### src/sv/dks_pkg.sv
// Shared constants, tables and permutation functions for the DES key schedule.
`default_nettype none

package dks_pkg;

  localparam int KEY_BITS    = 64;
  localparam int CD_BITS     = 56;
  localparam int HALF_BITS   = 28;
  localparam int SUBKEY_BITS = 48;
  localparam int ROUND_COUNT = 16;
  localparam int ROUND_W     = 4;
  localparam int SLOT_W      = 4;

  localparam logic [ROUND_W-1:0] LAST_ROUND = ROUND_W'(ROUND_COUNT - 1);

  typedef logic [CD_BITS-1:0]     cd_t;
  typedef logic [HALF_BITS-1:0]   half_t;
  typedef logic [SUBKEY_BITS-1:0] subkey_t;

  // One subkey on its way to the result register
  typedef struct packed {
    subkey_t             subkey;
    logic [SLOT_W-1:0]   slot;
    logic                last;
  } result_t;

  // Key reduction table: 1-based key bit positions, first entry lands in the MSB
  localparam logic [6:0] PC1_TAB [CD_BITS] = '{
    7'd57, 7'd49, 7'd41, 7'd33, 7'd25, 7'd17, 7'd9,
    7'd1,  7'd58, 7'd50, 7'd42, 7'd34, 7'd26, 7'd18,
    7'd10, 7'd2,  7'd59, 7'd51, 7'd43, 7'd35, 7'd27,
    7'd19, 7'd11, 7'd3,  7'd60, 7'd52, 7'd44, 7'd36,
    7'd63, 7'd55, 7'd47, 7'd39, 7'd31, 7'd23, 7'd15,
    7'd7,  7'd62, 7'd54, 7'd46, 7'd38, 7'd30, 7'd22,
    7'd14, 7'd6,  7'd61, 7'd53, 7'd45, 7'd37, 7'd29,
    7'd21, 7'd13, 7'd5,  7'd28, 7'd20, 7'd12, 7'd4
  };

  // Subkey selection table: 1-based positions within the 56-bit C:D word
  localparam logic [5:0] PC2_TAB [SUBKEY_BITS] = '{
    6'd14, 6'd17, 6'd11, 6'd24, 6'd1,  6'd5,
    6'd3,  6'd28, 6'd15, 6'd6,  6'd21, 6'd10,
    6'd23, 6'd19, 6'd12, 6'd4,  6'd26, 6'd8,
    6'd16, 6'd7,  6'd27, 6'd20, 6'd13, 6'd2,
    6'd41, 6'd52, 6'd31, 6'd37, 6'd47, 6'd55,
    6'd30, 6'd40, 6'd51, 6'd45, 6'd33, 6'd48,
    6'd44, 6'd49, 6'd39, 6'd56, 6'd34, 6'd53,
    6'd46, 6'd42, 6'd50, 6'd36, 6'd29, 6'd32
  };

  // Rounds whose halves rotate by two places; the rest rotate by one
  localparam logic [ROUND_COUNT-1:0] ROT_TWO = 16'b0111_1110_1111_1100;

  function automatic cd_t pc1(input logic [KEY_BITS-1:0] key);
    cd_t        cd;
    logic [5:0] src;
    logic [5:0] dst;
    cd = '0;
    for (int i = 0; i < CD_BITS; i++) begin
      src = 6'(KEY_BITS - int'(PC1_TAB[i]));
      dst = 6'(CD_BITS - 1 - i);
      cd[dst] = key[src];
    end
    return cd;
  endfunction

  function automatic subkey_t pc2(input cd_t cd);
    subkey_t    sk;
    logic [5:0] src;
    logic [5:0] dst;
    sk = '0;
    for (int i = 0; i < SUBKEY_BITS; i++) begin
      src = 6'(CD_BITS - int'(PC2_TAB[i]));
      dst = 6'(SUBKEY_BITS - 1 - i);
      sk[dst] = cd[src];
    end
    return sk;
  endfunction

  function automatic half_t rot_half(input half_t h, input logic two);
    half_t r;
    if (two) begin
      r = {h[HALF_BITS-3:0], h[HALF_BITS-1:HALF_BITS-2]};
    end else begin
      r = {h[HALF_BITS-2:0], h[HALF_BITS-1]};
    end
    return r;
  endfunction

endpackage

`default_nettype wire

### src/sv/des_key_schedule.sv
// Top level of the DES key schedule: key register, round counter, result register.
//
// Usage:
//   Input: drive key_i and raise start; the key is taken at a rising edge with
//   start high and busy low. busy is high while the block still has rounds
//   of the current key to produce, and drops during the last round so the
//   next key can be taken without a gap.
//   Output: sixteen subkeys per key in round order, each on subkey_o, slot_o
//   and last_o for exactly one cycle with out_valid_o high; last_o marks
//   the sixteenth. The receiver cannot stall; results are never held.
//   Configuration: cfg_data_i is the decrypt-order bit, written when
//   cfg_valid_i is high (cfg_ready_o is always high). Write it while idle;
//   when set, slot_o counts 15 down to 0 instead of 0 up to 15.
//   Path: the accepted key is loaded into the C:D register, and each
//   round's subkey passes through the result register to the ports.
//   Throughput: one subkey per cycle, set by the single round unit
//   stepping the C:D register once per cycle.
//   Reset: asynchronous, active low; clears the run state, the result strobe
//   and the decrypt-order bit. No clearing pass is needed.
`default_nettype none

module des_key_schedule (
  input  wire logic                               clk_i,
  input  wire logic                               rst_ni,
  input  wire logic                               start,
  output      logic                               busy,
  input  wire logic [dks_pkg::KEY_BITS-1:0]       key_i,
  input  wire logic                               cfg_valid_i,
  output      logic                               cfg_ready_o,
  input  wire logic                               cfg_data_i,
  output      logic                               out_valid_o,
  output      logic [dks_pkg::SUBKEY_BITS-1:0]    subkey_o,
  output      logic [dks_pkg::SLOT_W-1:0]         slot_o,
  output      logic                               last_o
);

  dks_pkg::cd_t                  cd_q;
  dks_pkg::cd_t                  cd_d;
  dks_pkg::cd_t                  cd_pc1;
  dks_pkg::cd_t                  cd_rot;
  logic [dks_pkg::ROUND_W-1:0]   round_q;
  logic [dks_pkg::ROUND_W-1:0]   round_d;
  logic                          active_q;
  logic                          active_d;
  logic                          decrypt_q;
  logic                          valid_q;
  dks_pkg::result_t              res_q;
  dks_pkg::result_t              res_d;
  logic                          take;

  dks_pc1 u_pc1 (
    .key_i (key_i),
    .cd_o  (cd_pc1)
  );

  dks_round u_round (
    .cd_i      (cd_q),
    .round_i   (round_q),
    .decrypt_i (decrypt_q),
    .cd_o      (cd_rot),
    .res_o     (res_d)
  );

  // Accept a new item unless rounds other than the final one remain
  assign busy        = active_q && (round_q != dks_pkg::LAST_ROUND);
  assign take        = start && !busy;
  assign cfg_ready_o = 1'b1;

  // Load a fresh key, or advance the running one
  always_comb begin
    cd_d     = cd_q;
    round_d  = round_q;
    active_d = active_q;
    if (take) begin
      cd_d     = cd_pc1;
      round_d  = '0;
      active_d = 1'b1;
    end else if (active_q) begin
      cd_d     = cd_rot;
      round_d  = round_q + 1'b1;
      active_d = (round_q != dks_pkg::LAST_ROUND);
    end
  end

  // Hold run state
  always_ff @(posedge clk_i or negedge rst_ni) begin
    if (!rst_ni) begin
      round_q  <= '0;
      active_q <= 1'b0;
      valid_q  <= 1'b0;
    end else begin
      round_q  <= round_d;
      active_q <= active_d;
      valid_q  <= active_q;
    end
  end

  // Key word and result payload
  always_ff @(posedge clk_i) begin
    cd_q <= cd_d;
    if (active_q) begin
      res_q <= res_d;
    end
  end

  // Decrypt-order register
  always_ff @(posedge clk_i or negedge rst_ni) begin
    if (!rst_ni) begin
      decrypt_q <= 1'b0;
    end else if (cfg_valid_i && cfg_ready_o) begin
      decrypt_q <= cfg_data_i;
    end
  end

  assign out_valid_o = valid_q;
  assign subkey_o    = res_q.subkey;
  assign slot_o      = res_q.slot;
  assign last_o      = res_q.last;

  // The last subkey of an item sits in the edge slot for the current order
  a_last_slot : assert property (@(posedge clk_i) disable iff (!rst_ni)
    (out_valid_o && last_o) |->
      ((decrypt_q && slot_o == '0) ||
       (!decrypt_q && slot_o == dks_pkg::SLOT_W'(dks_pkg::LAST_ROUND))))
    else $error("last subkey carries the wrong slot");

  // Subkeys of one item come in an unbroken run
  a_no_gap : assert property (@(posedge clk_i) disable iff (!rst_ni)
    (out_valid_o && !last_o) |=> out_valid_o)
    else $error("gap inside a run of subkeys");

  // An accepted item ends with its final subkey on the ports
  a_latency : assert property (@(posedge clk_i) disable iff (!rst_ni)
    (start && !busy) |-> ##17 (out_valid_o && last_o))
    else $error("final subkey not delivered on time");

  // Idle block never reports busy
  a_idle : assert property (@(posedge clk_i) disable iff (!rst_ni)
    !active_q |-> !busy)
    else $error("busy while idle");

endmodule

`default_nettype wire

### src/sv/dks_pc1.sv
// Key reduction: drop the parity bits and reorder the 64-bit key into the 56-bit C:D word.
`default_nettype none

module dks_pc1 (
  input  wire logic [dks_pkg::KEY_BITS-1:0] key_i,
  output dks_pkg::cd_t                      cd_o
);

  // Drop parity bits and reorder
  assign cd_o = dks_pkg::pc1(key_i);

endmodule

`default_nettype wire

### src/sv/dks_round.sv
// One key schedule round: rotate both halves, then pick the subkey bits from C:D.
`default_nettype none

module dks_round (
  input  wire dks_pkg::cd_t                    cd_i,
  input  wire logic [dks_pkg::ROUND_W-1:0]     round_i,
  input  wire logic                            decrypt_i,
  output dks_pkg::cd_t                         cd_o,
  output dks_pkg::result_t                     res_o
);

  dks_pkg::half_t c_rot;
  dks_pkg::half_t d_rot;
  logic           two;

  // Look up the shift for this round
  assign two = dks_pkg::ROT_TWO[round_i];

  // Rotate C and D left
  assign c_rot = dks_pkg::rot_half(cd_i[dks_pkg::CD_BITS-1:dks_pkg::HALF_BITS], two);
  assign d_rot = dks_pkg::rot_half(cd_i[dks_pkg::HALF_BITS-1:0], two);
  assign cd_o  = {c_rot, d_rot};

  // Select subkey, place it in its slot and mark the final round
  always_comb begin
    res_o.subkey = dks_pkg::pc2(cd_o);
    res_o.slot   = decrypt_i ? dks_pkg::SLOT_W'(dks_pkg::LAST_ROUND - round_i)
                             : dks_pkg::SLOT_W'(round_i);
    res_o.last   = (round_i == dks_pkg::LAST_ROUND);
  end

endmodule

`default_nettype wire

### config.mk
export PLATFORM = sky130hd
export DESIGN_NAME = des_key_schedule
export DESIGN_NICKNAME = d
export VERILOG_FILES = /design/src/sv/dks_pkg.sv /design/src/sv/des_key_schedule.sv /design/src/sv/dks_pc1.sv /design/src/sv/dks_round.sv
export SDC_FILE = /design/constraint.sdc
export NUM_CORES = 1
export LEC_CHECK = 0
export BUFFER_PORTS_ARGS = -buffer_cell sky130_fd_sc_hd__buf_2
export CAP_MARGIN = 5
export CORE_MARGIN = 2
export CORE_UTILIZATION = 35
export DETAILED_ROUTE_END_ITERATION = 10
export GPL_ROUTABILITY_DRIVEN = 0
export PLACE_DENSITY = 0.67
export SYNTH_ARGS = -nofsm -noshare
export SYNTH_HDL_FRONTEND = slang
export SYNTH_HIERARCHICAL = 1
export SYNTH_SLANG_ARGS = --single-unit
export TNS_END_PERCENT = 50
### constraint.sdc
create_clock -name clk_i -period 3.5 [get_ports clk_i]
set_input_delay 1.05 -clock clk_i [delete_from_list [all_inputs] [get_ports clk_i]]
set_output_delay 1.05 -clock clk_i [all_outputs]
set_load 0.02 [all_outputs]
==> flow_summary.ini, run 1 <==
[status]
status = finished clean

[drt]
drc = 0
drtPass1Iterations = 5
avgViaCountPerCell = 5.451
routed_wl_mm = 15.86
dr.first_iter.drc_count = 367
ant_nets = 0
wl_per_cell_um = 18.61
num_vias = 4644

[timing]
relSlewSlack = 0.1993
worstMarginPinSlew_ns = 1.201
finClkSkew_ns = 0.009591
drv_slew = 0
hold_violations = 0
max_freq_ghz = 0.3193
rsz0062_at_grt = no
min_period_over_period = 0.8947
setup_violations = 0
tns_ns = 0
min_period_ns = 3.131

[worst_hold_path]
hold_path.class = primary input to async pin

[synthesis]
syn_nets = 654
synth_commonest_cells = 109 x buf_4, 109 x edfxtp_1, 56 x a21oi_1, 56 x and4b_1, 56 x o221a_1
ys_warn_count = 6
synth_top_area_frac = 0.4610
netlist_top_cells_area = edfxtp_1 46%, buf_4 12%, o221a_1 8.9%
synth_area_um2 = 7101
synthCells = 584
syn_area_per_cell_um2 = 12.16
ys.flop_type = edfxtp_1
synthArstFlopShare = 0.06034
synth-edff-count = 109
ys_ff_latch = 116
seq_area_frac_synth = 0.4856
synth_cell_types = 27
synth_area_leader_cell = edfxtp_1

[critical_path]
path_max_fanout = 36
rr_worst_depth = 4
crit_type = flip-flop to output port
cp.arrival_ns = 2.08
regToRegEndpoint = cd_q[24]
critPathLaunchType = flip-flop
required_ns = 2.45
regToRegStartpoint = round_q[3]
rrSetupSlack_ns = 0.63
end_kind = output port

[clock_network]
post-cts-setup-buffer-count = 0
cts.path.max_buffers = 2
clock_latency_ns = 0.42
cts_hold_buf = 0
cts_tree = built
cts_made_buffers = 17
cts-htree-levels = 4
cts_root_buf = clkbuf_16
cts_resized = 0
path_clk_slew_ns = 0.06
cts_sinks = 116

[pwr]
combPwrFrac = 0.425
power.switching_mw = 3.393
p_seq_frac = 0.373
p_leak_nw = 2.884
switching_share = 0.3767
peakVddDrop_mv = 0.3692
pwr-share-clk = 0.202
p_int_mw = 5.613
powerDensity_nw_per_um2 = 1174

[floorplan]
die_x_um = 146.4
rows = 52
start_util = 0.3543
die_h_um = 146.4
ios = 125
die_area_um2 = 21440
coreArea_um2 = 20040

[cells_and_area]
utilization = 0.3827
fin_nets = 639
drive_gt1_frac = 0.3643
synthToLayoutAreaGrowth_pct = 8.018
n_antenna_cell = 0

[grt]
grt_max_degree = 57
gr-total-overflow = 0
grt_pass1_wl_mm = 24.75
grt_usage = 0.1488
antenna_found_initial = 0
grt_pass1_vias = 4491

[place]
dpl.hpwl_mm = 9.308
port_buffers = 115

[run]
maxCapViolations = 0
-- layout make-up --
cell class	count	area, um2
timing repair buffer	126	683.2
inverter	2	7.507
multi-input combinational	306	2584
sequential	116	3460
fill	1938	12370
tap	270	337.8
clock buffer	20	436.7
clock inverter	12	161.4
-- worst max-delay path by stage --
stage | from | endpoint | cells past startpoint
4_1_cts | round_q[3] | busy | 4
2_1_floorplan | active_q | cd_q[0] | 3
3_5_place_dp | round_q[3] | cd_q[24] | 4
6_report | round_q[3] | busy | 4
5_1_grt | round_q[3] | busy | 4
3_3_place_gp | round_q[3] | cd_q[24] | 4
-- cells in the final DEF, fill, tap and decap left out, drive strengths merged --
cell type,instances
bufinv,4
inv,2
clkinv,6
buf,126
nand2,1
edfxtp,109
o21ai,59
xor2,6
a21boi,1
ha,1
a22o,1
dfrtp,7
conb,1
clkinvlp,2
or2,1
nor2,3
and4b,56
xnor2,1
clkbuf,20
mux2,57
nand3,1
or3,1
nand4,2
o221a,56
a21oi,56
and2,2
-- worst max-delay path, stage by stage, from the launching register on --
cell	delay, ns
dfrtp_4	0.65
buf_4	0.38
nand3_1	0.19
and2_1	0.26
buf_2	0.17
-- registers in the layout, indices dropped and copies added (netlist names) --
register	cells
cd_q	56
subkey_o	48
round_q	4
slot_o	4
active_q	1
decrypt_q	1
last_o	1
out_valid_o	1
-- through the flow --
stage                     area [um2]  worst slack [ns]  power [mW]  std cells  hold slack, ns
after detailed placement        7072            0.6340       7.187        820          0.6858
after CTS                       7670            0.3767       9.076        852          0.4594
after global placement          7072            0.6825       7.068        820          0.6706
after global routing            7670            0.2428       9.574        852          0.4648
final                           7670            0.3686       9.006        852          0.4664
after floorplan                 7101            0.1522       6.948        584          0.5560
-- kinds of logic after synthesis --
| kind of cell | Yosys count | share of synthesized area |
|---|---|---|
| and+or+nand+nor | 67 | 0.08705 |
| AOI/OAI and AO/OA | 173 | 0.1727 |
| muxes | 57 | 0.09040 |
| xor gates and xnor gates | 7 | 0.008635 |
| other | 1 | 0.0005281 |
| buffers and inverters | 162 | 0.1533 |
| adders and majority gates | 1 | 0.001762 |
| DFF | 116 | 0.4856 |
-- power by group through the flow --
stage                     Clock, mW  Combinational, mW  Sequential (mW)
after detailed placement          0               3.81             3.37
after global routing           1.92               4.18             3.47
after global placement            0               3.74             3.33
after CTS                      1.86               3.86             3.36
after floorplan                   0               3.42             3.53
final                          1.82               3.83             3.36
-- layer usage --
| metal | part of all wire | GRT usage | up-vias |
|---|---|---|---|
| met5 | 0 | 0 | - |
| met4 | 0.010 | 0.04078 | 0 |
| met2 | 0.49 | 0.2502 | 189 |
| met3 | 0.060 | 0.03625 | 14 |
| li1 | - | - | 2155 |
| met1 | 0.44 | 0.1922 | 2286 |
(Power assumes the default switching activity.)
==> inputs of run 2 (changes only) <==
==> constraint.sdc (replaced) <==
create_clock -name clk_i -period 3.5 [get_ports clk_i]
set_input_delay 0.525 -clock clk_i [delete_from_list [all_inputs] [get_ports clk_i]]
set_output_delay 0.525 -clock clk_i [all_outputs]
set_load 0.02 [all_outputs]
==> run 2 against run 1 <==
  * Core utilization hardly changed
  * Non-clock buffer count up 2
  * First-iteration DRC count shrank 17%
  * Final cell count up 0.23%
  * Via count shrank 0.60%
  * Hold slack worse by 0.12 ns
  * Die area unchanged
  * Clock power down 4%
  * Routed wire length shrank 0.76%
  * Critical endpoint is now cd_q[46]
  * Largest power group unchanged
==> flow_summary.ini, run 2 (synthesis results as in run 1) <==
[status]
status = finished clean

[timing]
relSlewSlack = 0.2300
hold_violations = 0
max_freq_ghz = 0.3664
rsz0062_at_grt = no
drv_slew = 0
setup_violations = 0
min_period_over_period = 0.7797
tns_ns = 0
worstMarginPinSlew_ns = 1.151
finClkSkew_ns = 0.01092
min_period_ns = 2.729

[clock_network]
cts_tree = built
cts_hold_buf = 1
path_clk_slew_ns = 0.05
post-cts-setup-buffer-count = 0
cts_root_buf = clkbuf_16
cts_made_buffers = 17
cts_sinks = 116
cts_resized = 0
cts.path.max_buffers = 2
clock_latency_ns = 0.41
cts-htree-levels = 4

[critical_path]
cp.arrival_ns = 3.01
end_kind = flip-flop
crit_path_frequent_cell = buf_4
crit_family = buffers and inverters
crit_type = flip-flop to flip-flop
cp_num_buf_inv = 2
path_cells = buf_4 > nand4_1 > o21ai_4 > buf_4 > o221a_1 > mux2_2
cpMaxStageDelayCell = dfrtp_4
path_max_fanout = 48
worst_path_largest_cell_delay_ns = 0.61
critPathLaunchType = flip-flop
required_ns = 3.78

[grt]
grt_max_degree = 69
grt_pass1_vias = 4497
antenna_found_initial = 0
grt_pass1_wl_mm = 24.76
grt_usage = 0.1478
gr-total-overflow = 0

[floorplan]
start_util = 0.3543
die_h_um = 146.4
ios = 125
rows = 52
coreArea_um2 = 20040
die_area_um2 = 21440
die_x_um = 146.4

[drt]
avgViaCountPerCell = 5.405
dr.first_iter.drc_count = 303
drtPass1Iterations = 5
ant_nets = 0
routed_wl_mm = 15.73
wl_per_cell_um = 18.42
num_vias = 4616
drc = 0

[cells_and_area]
final_cell_mix = 115 x buf_2, 109 x edfxtp_1, 56 x a21oi_1, 56 x and4b_1, 56 x o221a_1
largest_register_ffs = 56
regMostFlops = cd_q
utilization = 0.3825
fillers = 1932
synthToLayoutAreaGrowth_pct = 7.947
drive_gt1_frac = 0.3647
fin_nets = 641
final_common_cell = buf_2
n_antenna_cell = 0

[worst_hold_path]
hold_path.class = primary input to flip-flop

[pwr]
p_leak_nw = 2.879
peakVddDrop_mv = 0.4405
powerDensity_nw_per_um2 = 1166

[place]
port_buffers = 115
dpl.hpwl_mm = 9.431

[run]
maxCapViolations = 0
[run 2: changes by cell type in the layout (fill, tap and decap cells not counted)]
cell	change
dlygate4sd3_1	+1
clkinv_1	-1
clkbuf_1	+1
buf_4	+1
clkinvlp_4	+1
bufinv_16	-1
[run 2: path summary, 6_finish.rpt]
path                                endpoint  startpoint  cells after the start  slack (ns)
worst max-delay path                cd_q[46]  round_q[3]                      6        0.77
worst min-delay path               decrypt_q  cfg_data_i                      2        0.35
worst max register to register      cd_q[46]  round_q[3]                      6        0.77
worst min register to register  subkey_o[13]    cd_q[21]                      1        0.70
max in group asynchronous         round_q[3]      rst_ni                      2        2.80
min in group asynchronous          decrypt_q      rst_ni                      2        0.49
[run 2: worst register-to-register path, cell delays in order (launching register included)]
cell	delay, ns
dfrtp_4	0.61
buf_4	0.44
nand4_1	0.25
o21ai_4	0.49
buf_4	0.41
o221a_1	0.25
mux2_2	0.16
[run 2: per-stage QoR]
step | power, mW | worst slack (ns) | hold slack, ns | std cells | instance area (um2)
after floorplan | 6.948 | 0.1522 | 0.2294 | 584 | 7101
after global placement | 7.071 | 0.7840 | 0.3825 | 821 | 7079
after detailed placement | 7.186 | 0.7635 | 0.3893 | 821 | 7079
after CTS | 8.985 | 0.7476 | 0.3290 | 854 | 7665
after global routing | 9.505 | 0.5464 | 0.3434 | 854 | 7665
final | 8.936 | 0.7711 | 0.3482 | 854 | 7665
[run 2: layout make-up]
cell class / count / area, um2 / area share
Tap cell: 270 / 337.8 / 0.04407
Clock inverter: 11 / 135.1 / 0.01763
Sequential cell: 116 / 3460 / 0.4514
Multi-Input combinational cell: 306 / 2584 / 0.3371
Timing Repair Buffer: 128 / 700.7 / 0.09141
Inverter: 2 / 7.507 / 0.0009794
Clock buffer: 21 / 440.4 / 0.05746
[run 2: per-layer routing]
metal | up-vias | routed length, um | GRT usage
met5 | - | 0 | 0
met3 | 20 | 920 | 0.03688
met4 | 0 | 252 | 0.05777
met1 | 2256 | 7012 | 0.1903
li1 | 2167 | - | -
met2 | 173 | 7547 | 0.2403
[run 2: where the power goes]
group          internal (mW)  total [mW]  switching (mW)
Clock                   1.11        1.75           0.639
Combinational           1.75        3.92            2.17
Sequential              2.69        3.27           0.582
Total                   5.55        8.94            3.39
